File: src/hdl/lbab_pkg.sv
// Package: shared types, register map and constants of the light-barrier alarm blinker.
`timescale 1ns / 1ps
`default_nettype none
package lbab_pkg;

  localparam int unsigned CfgW   = 16;
  localparam int unsigned CntW   = 17;
  localparam int unsigned AddrW  = 4;
  localparam int unsigned DataW  = 32;

  localparam logic [CntW-1:0] CountCap = 17'd65536;

  localparam logic [CfgW-1:0] LampPeriodRst = 16'd500;
  localparam logic [CfgW-1:0] IdleLimitRst  = 16'd30000;
  localparam logic [CfgW-1:0] HoldoffRst    = 16'd500;

  // Register index, taken from paddr[3:2].
  typedef enum logic [1:0] {
    RegLampPeriod = 2'd0,
    RegIdleLimit  = 2'd1,
    RegHoldoff    = 2'd2,
    RegUnused     = 2'd3
  } lbab_reg_e;

  typedef struct packed {
    logic [CfgW-1:0] lamp_period;
    logic [CfgW-1:0] idle_limit;
    logic [CfgW-1:0] holdoff;
  } lbab_cfg_t;

  function automatic logic [CntW-1:0] sat_inc(input logic [CntW-1:0] v);
    sat_inc = (v >= CountCap) ? CountCap : v + 1'b1;
  endfunction

endpackage
`default_nettype wire

File: src/hdl/lbab_tick_if.sv
// Interface: input channel carrying one millisecond tick word with both barrier levels.
`timescale 1ns / 1ps
`default_nettype none
interface lbab_tick_if;
  logic valid;
  logic ready;
  logic barrier_one;
  logic barrier_two;

  modport source (output valid, output barrier_one, output barrier_two, input ready);
  modport sink   (input valid, input barrier_one, input barrier_two, output ready);
endinterface
`default_nettype wire

File: src/hdl/lbab_lamp_if.sv
// Interface: output channel carrying one lamp and alarm word per tick.
`timescale 1ns / 1ps
`default_nettype none
interface lbab_lamp_if;
  logic valid;
  logic ready;
  logic lamp_a;
  logic lamp_b;
  logic alarm_on;

  modport source (output valid, output lamp_a, output lamp_b, output alarm_on, input ready);
  modport sink   (input valid, input lamp_a, input lamp_b, input alarm_on, output ready);
endinterface
`default_nettype wire

File: src/hdl/lbab_cfg_regs.sv
// Module: APB-style configuration registers of the alarm blinker.
`timescale 1ns / 1ps
`default_nettype none
module lbab_cfg_regs import lbab_pkg::*; (
  input  wire logic             clk_i,
  input  wire logic             rst_ni,
  input  wire logic             psel,
  input  wire logic             penable,
  input  wire logic             pwrite,
  input  wire logic [AddrW-1:0] paddr,
  input  wire logic [DataW-1:0] pwdata,
  output logic      [DataW-1:0] prdata,
  output logic                  pready,
  output lbab_cfg_t             cfg_o
);

  lbab_cfg_t cfg_q, cfg_d;
  lbab_reg_e reg_sel;
  logic      wr_en;

  assign pready  = 1'b1;
  assign reg_sel = lbab_reg_e'(paddr[3:2]);
  assign wr_en   = psel && penable && pwrite && pready;

  always_comb begin
    cfg_d = cfg_q;
    if (wr_en) begin
      unique case (reg_sel)
        RegLampPeriod: cfg_d.lamp_period = pwdata[CfgW-1:0];
        RegIdleLimit:  cfg_d.idle_limit  = pwdata[CfgW-1:0];
        RegHoldoff:    cfg_d.holdoff     = pwdata[CfgW-1:0];
        default: ;
      endcase
    end
  end

  always_comb begin
    unique case (reg_sel)
      RegLampPeriod: prdata = {{(DataW-CfgW){1'b0}}, cfg_q.lamp_period};
      RegIdleLimit:  prdata = {{(DataW-CfgW){1'b0}}, cfg_q.idle_limit};
      RegHoldoff:    prdata = {{(DataW-CfgW){1'b0}}, cfg_q.holdoff};
      default:       prdata = '0;
    endcase
  end

  always_ff @(posedge clk_i or negedge rst_ni) begin
    if (!rst_ni) begin
      cfg_q.lamp_period <= LampPeriodRst;
      cfg_q.idle_limit  <= IdleLimitRst;
      cfg_q.holdoff     <= HoldoffRst;
    end else begin
      cfg_q <= cfg_d;
    end
  end

  assign cfg_o = cfg_q;

endmodule
`default_nettype wire

File: src/hdl/lbab_core.sv
// Module: tick input register, lamp and alarm update, and result register.
`timescale 1ns / 1ps
`default_nettype none
module lbab_core import lbab_pkg::*; (
  input  wire logic      clk_i,
  input  wire logic      rst_ni,
  input  wire lbab_cfg_t cfg_i,
  lbab_tick_if.sink      tick_i,
  lbab_lamp_if.source    lamp_o
);

  logic            in_valid_q, in_valid_d;
  logic            in_b1_q, in_b2_q;
  logic            out_valid_q, out_valid_d;
  logic            out_free, adv, in_take;

  logic            alarm_q, alarm_d;
  logic            phase_q, phase_d;
  logic            lamp_a_q, lamp_a_d;
  logic            lamp_b_q, lamp_b_d;
  logic [CntW-1:0] blink_q, blink_d;
  logic [CntW-1:0] since_q, since_d;

  logic [CntW-1:0] blink_inc, since_inc;
  logic            hit, blink_over;

  // The result register is free when empty or when its word leaves this cycle.
  assign out_free     = !out_valid_q || lamp_o.ready;
  assign adv          = in_valid_q && out_free;
  assign tick_i.ready = !in_valid_q || out_free;
  assign in_take      = tick_i.valid && tick_i.ready;

  always_comb begin
    in_valid_d = in_valid_q;
    if (tick_i.ready) begin
      in_valid_d = tick_i.valid;
    end
    out_valid_d = out_valid_q;
    if (out_free) begin
      out_valid_d = in_valid_q;
    end
  end

  assign hit        = !in_b1_q || !in_b2_q;
  assign blink_inc  = sat_inc(blink_q);
  assign since_inc  = sat_inc(since_q);
  assign blink_over = blink_inc > {1'b0, cfg_i.lamp_period};

  always_comb begin
    alarm_d  = alarm_q;
    phase_d  = phase_q;
    lamp_a_d = lamp_a_q;
    lamp_b_d = lamp_b_q;
    blink_d  = blink_q;
    since_d  = since_q;
    if (adv) begin
      blink_d = blink_inc;
      since_d = since_inc;
      // Lamps follow the phase that held before any flip on this tick.
      if (alarm_q) begin
        lamp_a_d = !phase_q;
        lamp_b_d = phase_q;
        if (blink_over) begin
          blink_d = '0;
          phase_d = !phase_q;
        end
      end else if (blink_over) begin
        lamp_a_d = 1'b0;
        lamp_b_d = 1'b0;
      end
      if (hit) begin
        since_d = '0;
        if (since_inc >= {1'b0, cfg_i.holdoff}) begin
          alarm_d = !alarm_q;
        end
      end
      if (since_d > {1'b0, cfg_i.idle_limit}) begin
        alarm_d = 1'b0;
      end
    end
  end

  always_ff @(posedge clk_i or negedge rst_ni) begin
    if (!rst_ni) begin
      in_valid_q  <= 1'b0;
      out_valid_q <= 1'b0;
      alarm_q     <= 1'b0;
      phase_q     <= 1'b0;
      lamp_a_q    <= 1'b0;
      lamp_b_q    <= 1'b0;
      blink_q     <= '0;
      since_q     <= '0;
    end else begin
      in_valid_q  <= in_valid_d;
      out_valid_q <= out_valid_d;
      alarm_q     <= alarm_d;
      phase_q     <= phase_d;
      lamp_a_q    <= lamp_a_d;
      lamp_b_q    <= lamp_b_d;
      blink_q     <= blink_d;
      since_q     <= since_d;
    end
  end

  always_ff @(posedge clk_i) begin
    if (in_take) begin
      in_b1_q <= tick_i.barrier_one;
      in_b2_q <= tick_i.barrier_two;
    end
  end

  // The lamp state only changes when a word moves into the result register,
  // so it doubles as the result payload.
  assign lamp_o.valid    = out_valid_q;
  assign lamp_o.lamp_a   = lamp_a_q;
  assign lamp_o.lamp_b   = lamp_b_q;
  assign lamp_o.alarm_on = alarm_q;

  a_lamps_exclusive: assert property (@(posedge clk_i) disable iff (!rst_ni)
    !(lamp_a_q && lamp_b_q))
    else $error("both lamps lit at once");

  a_counters_capped: assert property (@(posedge clk_i) disable iff (!rst_ni)
    (blink_q <= CountCap) && (since_q <= CountCap))
    else $error("elapsed counter beyond its cap");

  a_hit_restarts: assert property (@(posedge clk_i) disable iff (!rst_ni)
    (adv && hit) |=> (since_q == '0))
    else $error("interruption did not restart the pause count");

  a_no_update_when_held: assert property (@(posedge clk_i) disable iff (!rst_ni)
    !adv |=> ($stable(alarm_q) && $stable(phase_q) && $stable(blink_q)))
    else $error("state changed without a word advancing");

endmodule
`default_nettype wire

File: src/hdl/light_barrier_alarm_blinker.sv
// Path: an accepted tick word goes from the input register to the result register.
// Throughput: one tick word per clock cycle, set by the single-pass update between
// the input register and the result register; a stalled result holds both stages.
// Reset: rst_ni clears both stages, the alarm, phase, lamps and elapsed counters, and
// loads the interval 500, timeout 30000 and pause 500 into the configuration registers.
`timescale 1ns / 1ps
`default_nettype none
module light_barrier_alarm_blinker import lbab_pkg::*; (
  input  wire logic             clk_i,
  input  wire logic             rst_ni,
  input  wire logic             psel,
  input  wire logic             penable,
  input  wire logic             pwrite,
  input  wire logic [AddrW-1:0] paddr,
  input  wire logic [DataW-1:0] pwdata,
  output logic      [DataW-1:0] prdata,
  output logic                  pready,
  lbab_tick_if.sink             tick_i,
  lbab_lamp_if.source           lamp_o
);

  lbab_cfg_t cfg;

  lbab_cfg_regs u_cfg_regs (
    .clk_i   (clk_i),
    .rst_ni  (rst_ni),
    .psel    (psel),
    .penable (penable),
    .pwrite  (pwrite),
    .paddr   (paddr),
    .pwdata  (pwdata),
    .prdata  (prdata),
    .pready  (pready),
    .cfg_o   (cfg)
  );

  lbab_core u_core (
    .clk_i  (clk_i),
    .rst_ni (rst_ni),
    .cfg_i  (cfg),
    .tick_i (tick_i),
    .lamp_o (lamp_o)
  );

endmodule
`default_nettype wire
File: src/flat_wrapper.sv
// flat-port wrapper written by rule: the top's interface ports become plain ports
module light_barrier_alarm_blinker_flat import lbab_pkg::*;
  (clk_i, rst_ni, psel, penable, pwrite, paddr, pwdata, prdata, pready, tick_i_valid, tick_i_barrier_one, tick_i_barrier_two, tick_i_ready, lamp_o_valid, lamp_o_lamp_a, lamp_o_lamp_b, lamp_o_alarm_on, lamp_o_ready);
  lbab_tick_if tick_i_i ();
  lbab_lamp_if lamp_o_i ();
  input  wire logic clk_i;
  input  wire logic rst_ni;
  input  wire logic psel;
  input  wire logic penable;
  input  wire logic pwrite;
  input  wire logic [AddrW-1:0] paddr;
  input  wire logic [DataW-1:0] pwdata;
  output logic      [DataW-1:0] prdata;
  output logic pready;
  input wire logic [$bits(tick_i_i.valid)-1:0] tick_i_valid;
  input wire logic [$bits(tick_i_i.barrier_one)-1:0] tick_i_barrier_one;
  input wire logic [$bits(tick_i_i.barrier_two)-1:0] tick_i_barrier_two;
  output wire logic [$bits(tick_i_i.ready)-1:0] tick_i_ready;
  output wire logic [$bits(lamp_o_i.valid)-1:0] lamp_o_valid;
  output wire logic [$bits(lamp_o_i.lamp_a)-1:0] lamp_o_lamp_a;
  output wire logic [$bits(lamp_o_i.lamp_b)-1:0] lamp_o_lamp_b;
  output wire logic [$bits(lamp_o_i.alarm_on)-1:0] lamp_o_alarm_on;
  input wire logic [$bits(lamp_o_i.ready)-1:0] lamp_o_ready;
  assign tick_i_i.valid = tick_i_valid;
  assign tick_i_i.barrier_one = tick_i_barrier_one;
  assign tick_i_i.barrier_two = tick_i_barrier_two;
  assign tick_i_ready = tick_i_i.ready;
  assign lamp_o_valid = lamp_o_i.valid;
  assign lamp_o_lamp_a = lamp_o_i.lamp_a;
  assign lamp_o_lamp_b = lamp_o_i.lamp_b;
  assign lamp_o_alarm_on = lamp_o_i.alarm_on;
  assign lamp_o_i.ready = lamp_o_ready;
  light_barrier_alarm_blinker u_core (.clk_i(clk_i), .rst_ni(rst_ni), .psel(psel), .penable(penable), .pwrite(pwrite), .paddr(paddr), .pwdata(pwdata), .prdata(prdata), .pready(pready), .tick_i(tick_i_i), .lamp_o(lamp_o_i));
endmodule
File: config.mk
export PLATFORM = sky130hd
export DESIGN_NAME = light_barrier_alarm_blinker_flat
export DESIGN_NICKNAME = d
export VERILOG_FILES = /design/src/hdl/lbab_pkg.sv /design/src/hdl/lbab_tick_if.sv /design/src/hdl/lbab_lamp_if.sv /design/src/hdl/lbab_cfg_regs.sv /design/src/hdl/lbab_core.sv /design/src/hdl/light_barrier_alarm_blinker.sv /design/src/flat_wrapper.sv
export SDC_FILE = /design/constraint.sdc
export NUM_CORES = 1
export LEC_CHECK = 0
export ABC_AREA = 1
export BUFFER_PORTS_ARGS = -buffer_cell sky130_fd_sc_hd__buf_2
export CAP_MARGIN = 20
export CORE_MARGIN = 4
export CORE_UTILIZATION = 55
export CTS_BUF_LIST = sky130_fd_sc_hd__clkbuf_4 sky130_fd_sc_hd__clkbuf_8 sky130_fd_sc_hd__clkbuf_16
export DETAILED_ROUTE_END_ITERATION = 10
export PLACE_DENSITY_LB_ADDON = 0.08
export SYNTH_ARGS = -nofsm -noshare
export SYNTH_HDL_FRONTEND = slang
export SYNTH_SLANG_ARGS = --single-unit
File: constraint.sdc
create_clock -name clk_i -period 4.3 [get_ports clk_i]
set_clock_uncertainty 0.15 [all_clocks]
set_input_delay 0.43 -clock clk_i [delete_from_list [all_inputs] [get_ports clk_i]]
set_output_delay 0.43 -clock clk_i [all_outputs]
set_load 0.05 [all_outputs]
==> impl_results.rst <==
.. list-table::
   :header-rows: 1

   * - Metric
     - Value
   * - Result of the run
     - finished, final reports clean
   * - Ys flop type
     - sky130_fd_sc_hd__dfrtp_1
   * - Worst slew slack as a fraction of its limit
     - 32.6%
   * - Post-CTS setup buffer count
     - 0
   * - Gate count of the mapped netlist
     - 832
   * - Core Region
     - 10900 µm²
   * - Drt initial violations
     - 438
   * - I/O pin count
     - 83
   * - Antenna Diode Count
     - 0
   * - Internal Power
     - 1.70 mW
   * - Sequential-to-total area share from yosys stat
     - 36.8%
   * - Switching part of the total
     - 39.5%
   * - Via density per instance
     - around 5.4
   * - Combinational share of power
     - 32.6%
   * - Kind of path behind the tightest hold check
     - in -> reg
   * - Cells taking the most area after synthesis
     - sky130_fd_sc_hd__dfrtp_1 (28%), sky130_fd_sc_hd__nand2_1 (13%), sky130_fd_sc_hd__ha_1 (10%)
   * - Top library cells by usage in the layout, fill and taps aside
     - sky130_fd_sc_hd__nand2_1 (220), sky130_fd_sc_hd__inv_1 (141), sky130_fd_sc_hd__o21ai_0 (71)
   * - Clock-pin slew of the registers on the worst-case setup and hold paths
     - 70 ps
   * - Count of flip-flops with a built-in enable after synthesis
     - 2
   * - Insertion delay to the later sink of the worst-skew pair
     - 360 ps
   * - Die height
     - 114 µm
   * - Number of endpoints with negative hold slack in the final report
     - 0
   * - Net switching component of the power
     - 1.11 mW
   * - Reported leakage power
     - 3.52 nW
   * - Clock tree from TritonCTS
     - built
   * - Most common cell after layout, fill and taps aside
     - sky130_fd_sc_hd__nand2_1
   * - Post-synth top area cell
     - sky130_fd_sc_hd__dfrtp_1
   * - Instance area at placement
     - 6460 µm²
   * - Routability cong.
     - 0.919
   * - Global route overflow
     - 0
   * - DIE WIDTH
     - 114 µm
   * - Data required time of the critical path
     - ~4400 ps
   * - 1st-pass router iterations
     - 5
   * - Number of input and output port buffers inserted
     - 47
   * - DR WL/cell
     - 15.2 µm
   * - Area Overhead vs Synth
     - 9.30%
   * - Share of synthesized registers carrying an async set or reset
     - between 90% and 100%
   * - Post-route DRC violation count
     - 0
   * - Final non-filler cell area
     - 6780 µm²
   * - Mean post-synth cell area
     - 7.46 µm²
   * - Worst Hold Path Cells
     - 1
   * - FF+latch area
     - 2290 µm²
   * - IR drop worst, VDD
     - roughly 0.33 mV
   * - Number of H-tree levels
     - 3
   * - Worst Setup Start Kind
     - register
   * - Worst slack, placed
     - 804 ps
   * - Initial antenna violation count
     - 0
   * - Register bit count reported by yosys
     - 90
   * - Top cell type's share of synthesized area
     - 27.8%
   * - Crit path kind
     - reg -> reg
   * - Final setup slack of the worst path
     - 743 ps
   * - Max Root-Sink Buffers
     - 2
   * - CTS sink count
     - 90
   * - Transition time at the pin with the least slew margin
     - 1010 ps
   * - Post-synthesis instance area
     - 6200 µm²
   * - Crit. End Element
     - register
   * - Total Die Area
     - 13000 µm²
   * - Fraction of layout instances using a drive strength above 1
     - 14.1%
   * - Overall routed net length
     - roughly 15000 µm
   * - Final-report max-slew violation count
     - 0
   * - Maximum number of pins on one net before global-route repair
     - 55
   * - RSZ-0062 raised after global routing
     - no
   * - Final ANT Viol Nets
     - 0
   * - Setup TNS Final
     - 0 ps
   * - Final setup fails
     - 0
   * - Final critical delay including setup and external delays
     - 3560 ps
   * - Power Density
     - 414 nW/µm²
   * - Global-route wire length before repair
     - between 20000 and 30000 µm
   * - Hpwl dp
     - 11600 µm
   * - Global Route Usage Sum
     - 25.0%
   * - Num rows
     - 38
   * - Fin nets
     - 964
   * - TritonCTS buffer count
     - 9
   * - Max Cap Violations
     - 0
   * - Signal arrival time at the worst endpoint
     - 3610 ps
   * - Root buffer cell
     - sky130_fd_sc_hd__clkbuf_16
   * - Initial cell density of the core
     - a little under three fifths
   * - Final period utilization
     - 82.7%
   * - Power share of the clock group
     - 27.3%
   * - Number of global-route vias before repair
     - 5103
   * - Highest fanout seen on the critical path
     - 16
   * - Routed vias
     - 5483
   * - Sequential fraction of design power
     - 40.1%
   * - Max Clock Freq
     - 281 MHz
   * - Yosys warning total
     - 0
   * - Number of fillers in the final layout
     - 1019
   * - Number of unique standard cell types used by synthesis
     - 44
   * - Area used by multi-input combinational logic
     - about 3200 µm²
   * - FF-to-FF path depth
     - 20
-- worst max-delay path, cell delays in order, from the launching register on --
cell	delay, ps
sky130_fd_sc_hd__dfrtp_1	410
sky130_fd_sc_hd__ha_1	200
sky130_fd_sc_hd__nand2_1	70
sky130_fd_sc_hd__inv_2	60
sky130_fd_sc_hd__nand2_2	60
sky130_fd_sc_hd__nor2_2	190
sky130_fd_sc_hd__nand2_1	130
sky130_fd_sc_hd__nor2_1	210
sky130_fd_sc_hd__nand3_1	110
sky130_fd_sc_hd__o221ai_1	180
sky130_fd_sc_hd__inv_1	80
sky130_fd_sc_hd__ha_1	320
sky130_fd_sc_hd__nand2_1	60
sky130_fd_sc_hd__inv_1	50
sky130_fd_sc_hd__nand4_1	110
sky130_fd_sc_hd__nor2_1	170
sky130_fd_sc_hd__nand3_1	100
sky130_fd_sc_hd__nand3_1	90
sky130_fd_sc_hd__nand2_2	100
sky130_fd_sc_hd__nor2_4	410
sky130_fd_sc_hd__o21ai_0	160
-- cells in the mapped netlist, drive strengths merged (2+ instances only) --
| master | count |
|---|---|
| ha | 52 |
| o21ai | 88 |
| dfrtp | 69 |
| a211oi | 3 |
| dfstp | 19 |
| nand4 | 13 |
| a21oi | 28 |
| nand2 | 225 |
| o21a | 4 |
| nor2 | 46 |
| nor3 | 25 |
| and3 | 2 |
| edfxtp | 2 |
| conb | 2 |
| o221ai | 16 |
| clkbuf | 20 |
| nand3b | 3 |
| o211ai | 2 |
| buf | 23 |
| nand3 | 29 |
| inv | 143 |
| nor4 | 11 |
| nor3b | 2 |
-- logic make-up (layout without fill, tap and decap cells) --
logic type,count (synthesis),count (layout),share of synthesized area (%)
AND/OR/NAND/NOR,357,357,26.2
buffers and inverters,187,212,12.5
AO/OA/AOI/OAI,144,144,13.8
flip-flops,90,90,36.8
adder cells (fa/ha/maj),52,52,10.5
other,2,17,0.121
-- registers in the layout (all words and copies together), names as in the netlist --
register / cells
u_core.u_cfg_regs.cfg_o: 48
u_core.u_core.blink_q: 17
u_core.u_core.since_q: 17
u_core.u_core.in_b1_q: 1
u_core.u_core.in_b2_q: 1
u_core.u_core.in_valid_q: 1
u_core.u_core.lamp_o.alarm_on: 1
u_core.u_core.lamp_o.lamp_a: 1
u_core.u_core.lamp_o.lamp_b: 1
u_core.u_core.lamp_o.valid: 1
u_core.u_core.phase_q: 1
-- power by group through the flow --
stage | clock network (mW) | logic, mW | registers (mW)
2_1_floorplan | 0 | 0.640 | 1.16
3_3_place_gp | 0 | 0.872 | 1.13
3_5_place_dp | 0 | 0.900 | 1.14
4_1_cts | 0.779 | 0.906 | 1.12
5_1_grt | 0.817 | 1.03 | 1.14
6_report | 0.765 | 0.915 | 1.12
-- per-layer routing --
metal	up-vias	GRT usage [%]	wire, µm
met1	2544	36.7	7420
li1	2739	-	-
met2	179	36.7	6650
met4	0	9.42	374
met3	21	4.44	927
met5	-	0	0
-- repair_timing --
action	in CTS	in global routing
hold buffers	1	0
endpoints found under the setup margin	0	0
hold endpoints to repair	12	0
resized for setup	0	0
-- metrics by stage --
stage	instances	util, %	hold WS [ps]	total power [mW]
after CTS	1011	61.8	99.9	2.81
final	1012	62.0	106	2.80
after global routing	1012	62.0	100	2.99
after floorplan	847	-	-15.6	1.80
after detailed placement	994	59.1	318	2.04
after global placement	994	59.1	306	2.00
-- worst paths after layout --
kind / endpoint / start / slack (ps)
setup reg to reg: u_core.u_core.blink_q[1]$_DFFE_PN0P_ / u_core.u_core.blink_q[1]$_DFFE_PN0P_ / 740
setup / recovery: u_core.u_core.blink_q[1]$_DFFE_PN0P_ / u_core.u_core.blink_q[1]$_DFFE_PN0P_ / 740
hold reg to reg: u_core.u_core.lamp_o.lamp_b$_DFFE_PN0P_ / u_core.u_core.lamp_o.lamp_b$_DFFE_PN0P_ / 320
max in group asynchronous: u_core.u_cfg_regs.cfg_o[34]$_DFFE_PN1P_ / rst_ni / 2520
hold / removal: u_core.u_core.in_b1_q$_DFFE_PP_ / tick_i_barrier_one / 110
min in group asynchronous: u_core.u_core.since_q[14]$_DFFE_PN0P_ / rst_ni / 520
-- area by class of cell --
type,instances,share of cell area (%)
timing repair buffer,52,4.39
clock inverter,6,0.720
multi-input combinational,570,47.2
sequential,90,33.7
clock buffer,10,3.43
tap,140,2.58
inverter,144,7.99
Note: power is estimated with default switching activity, not from simulation.
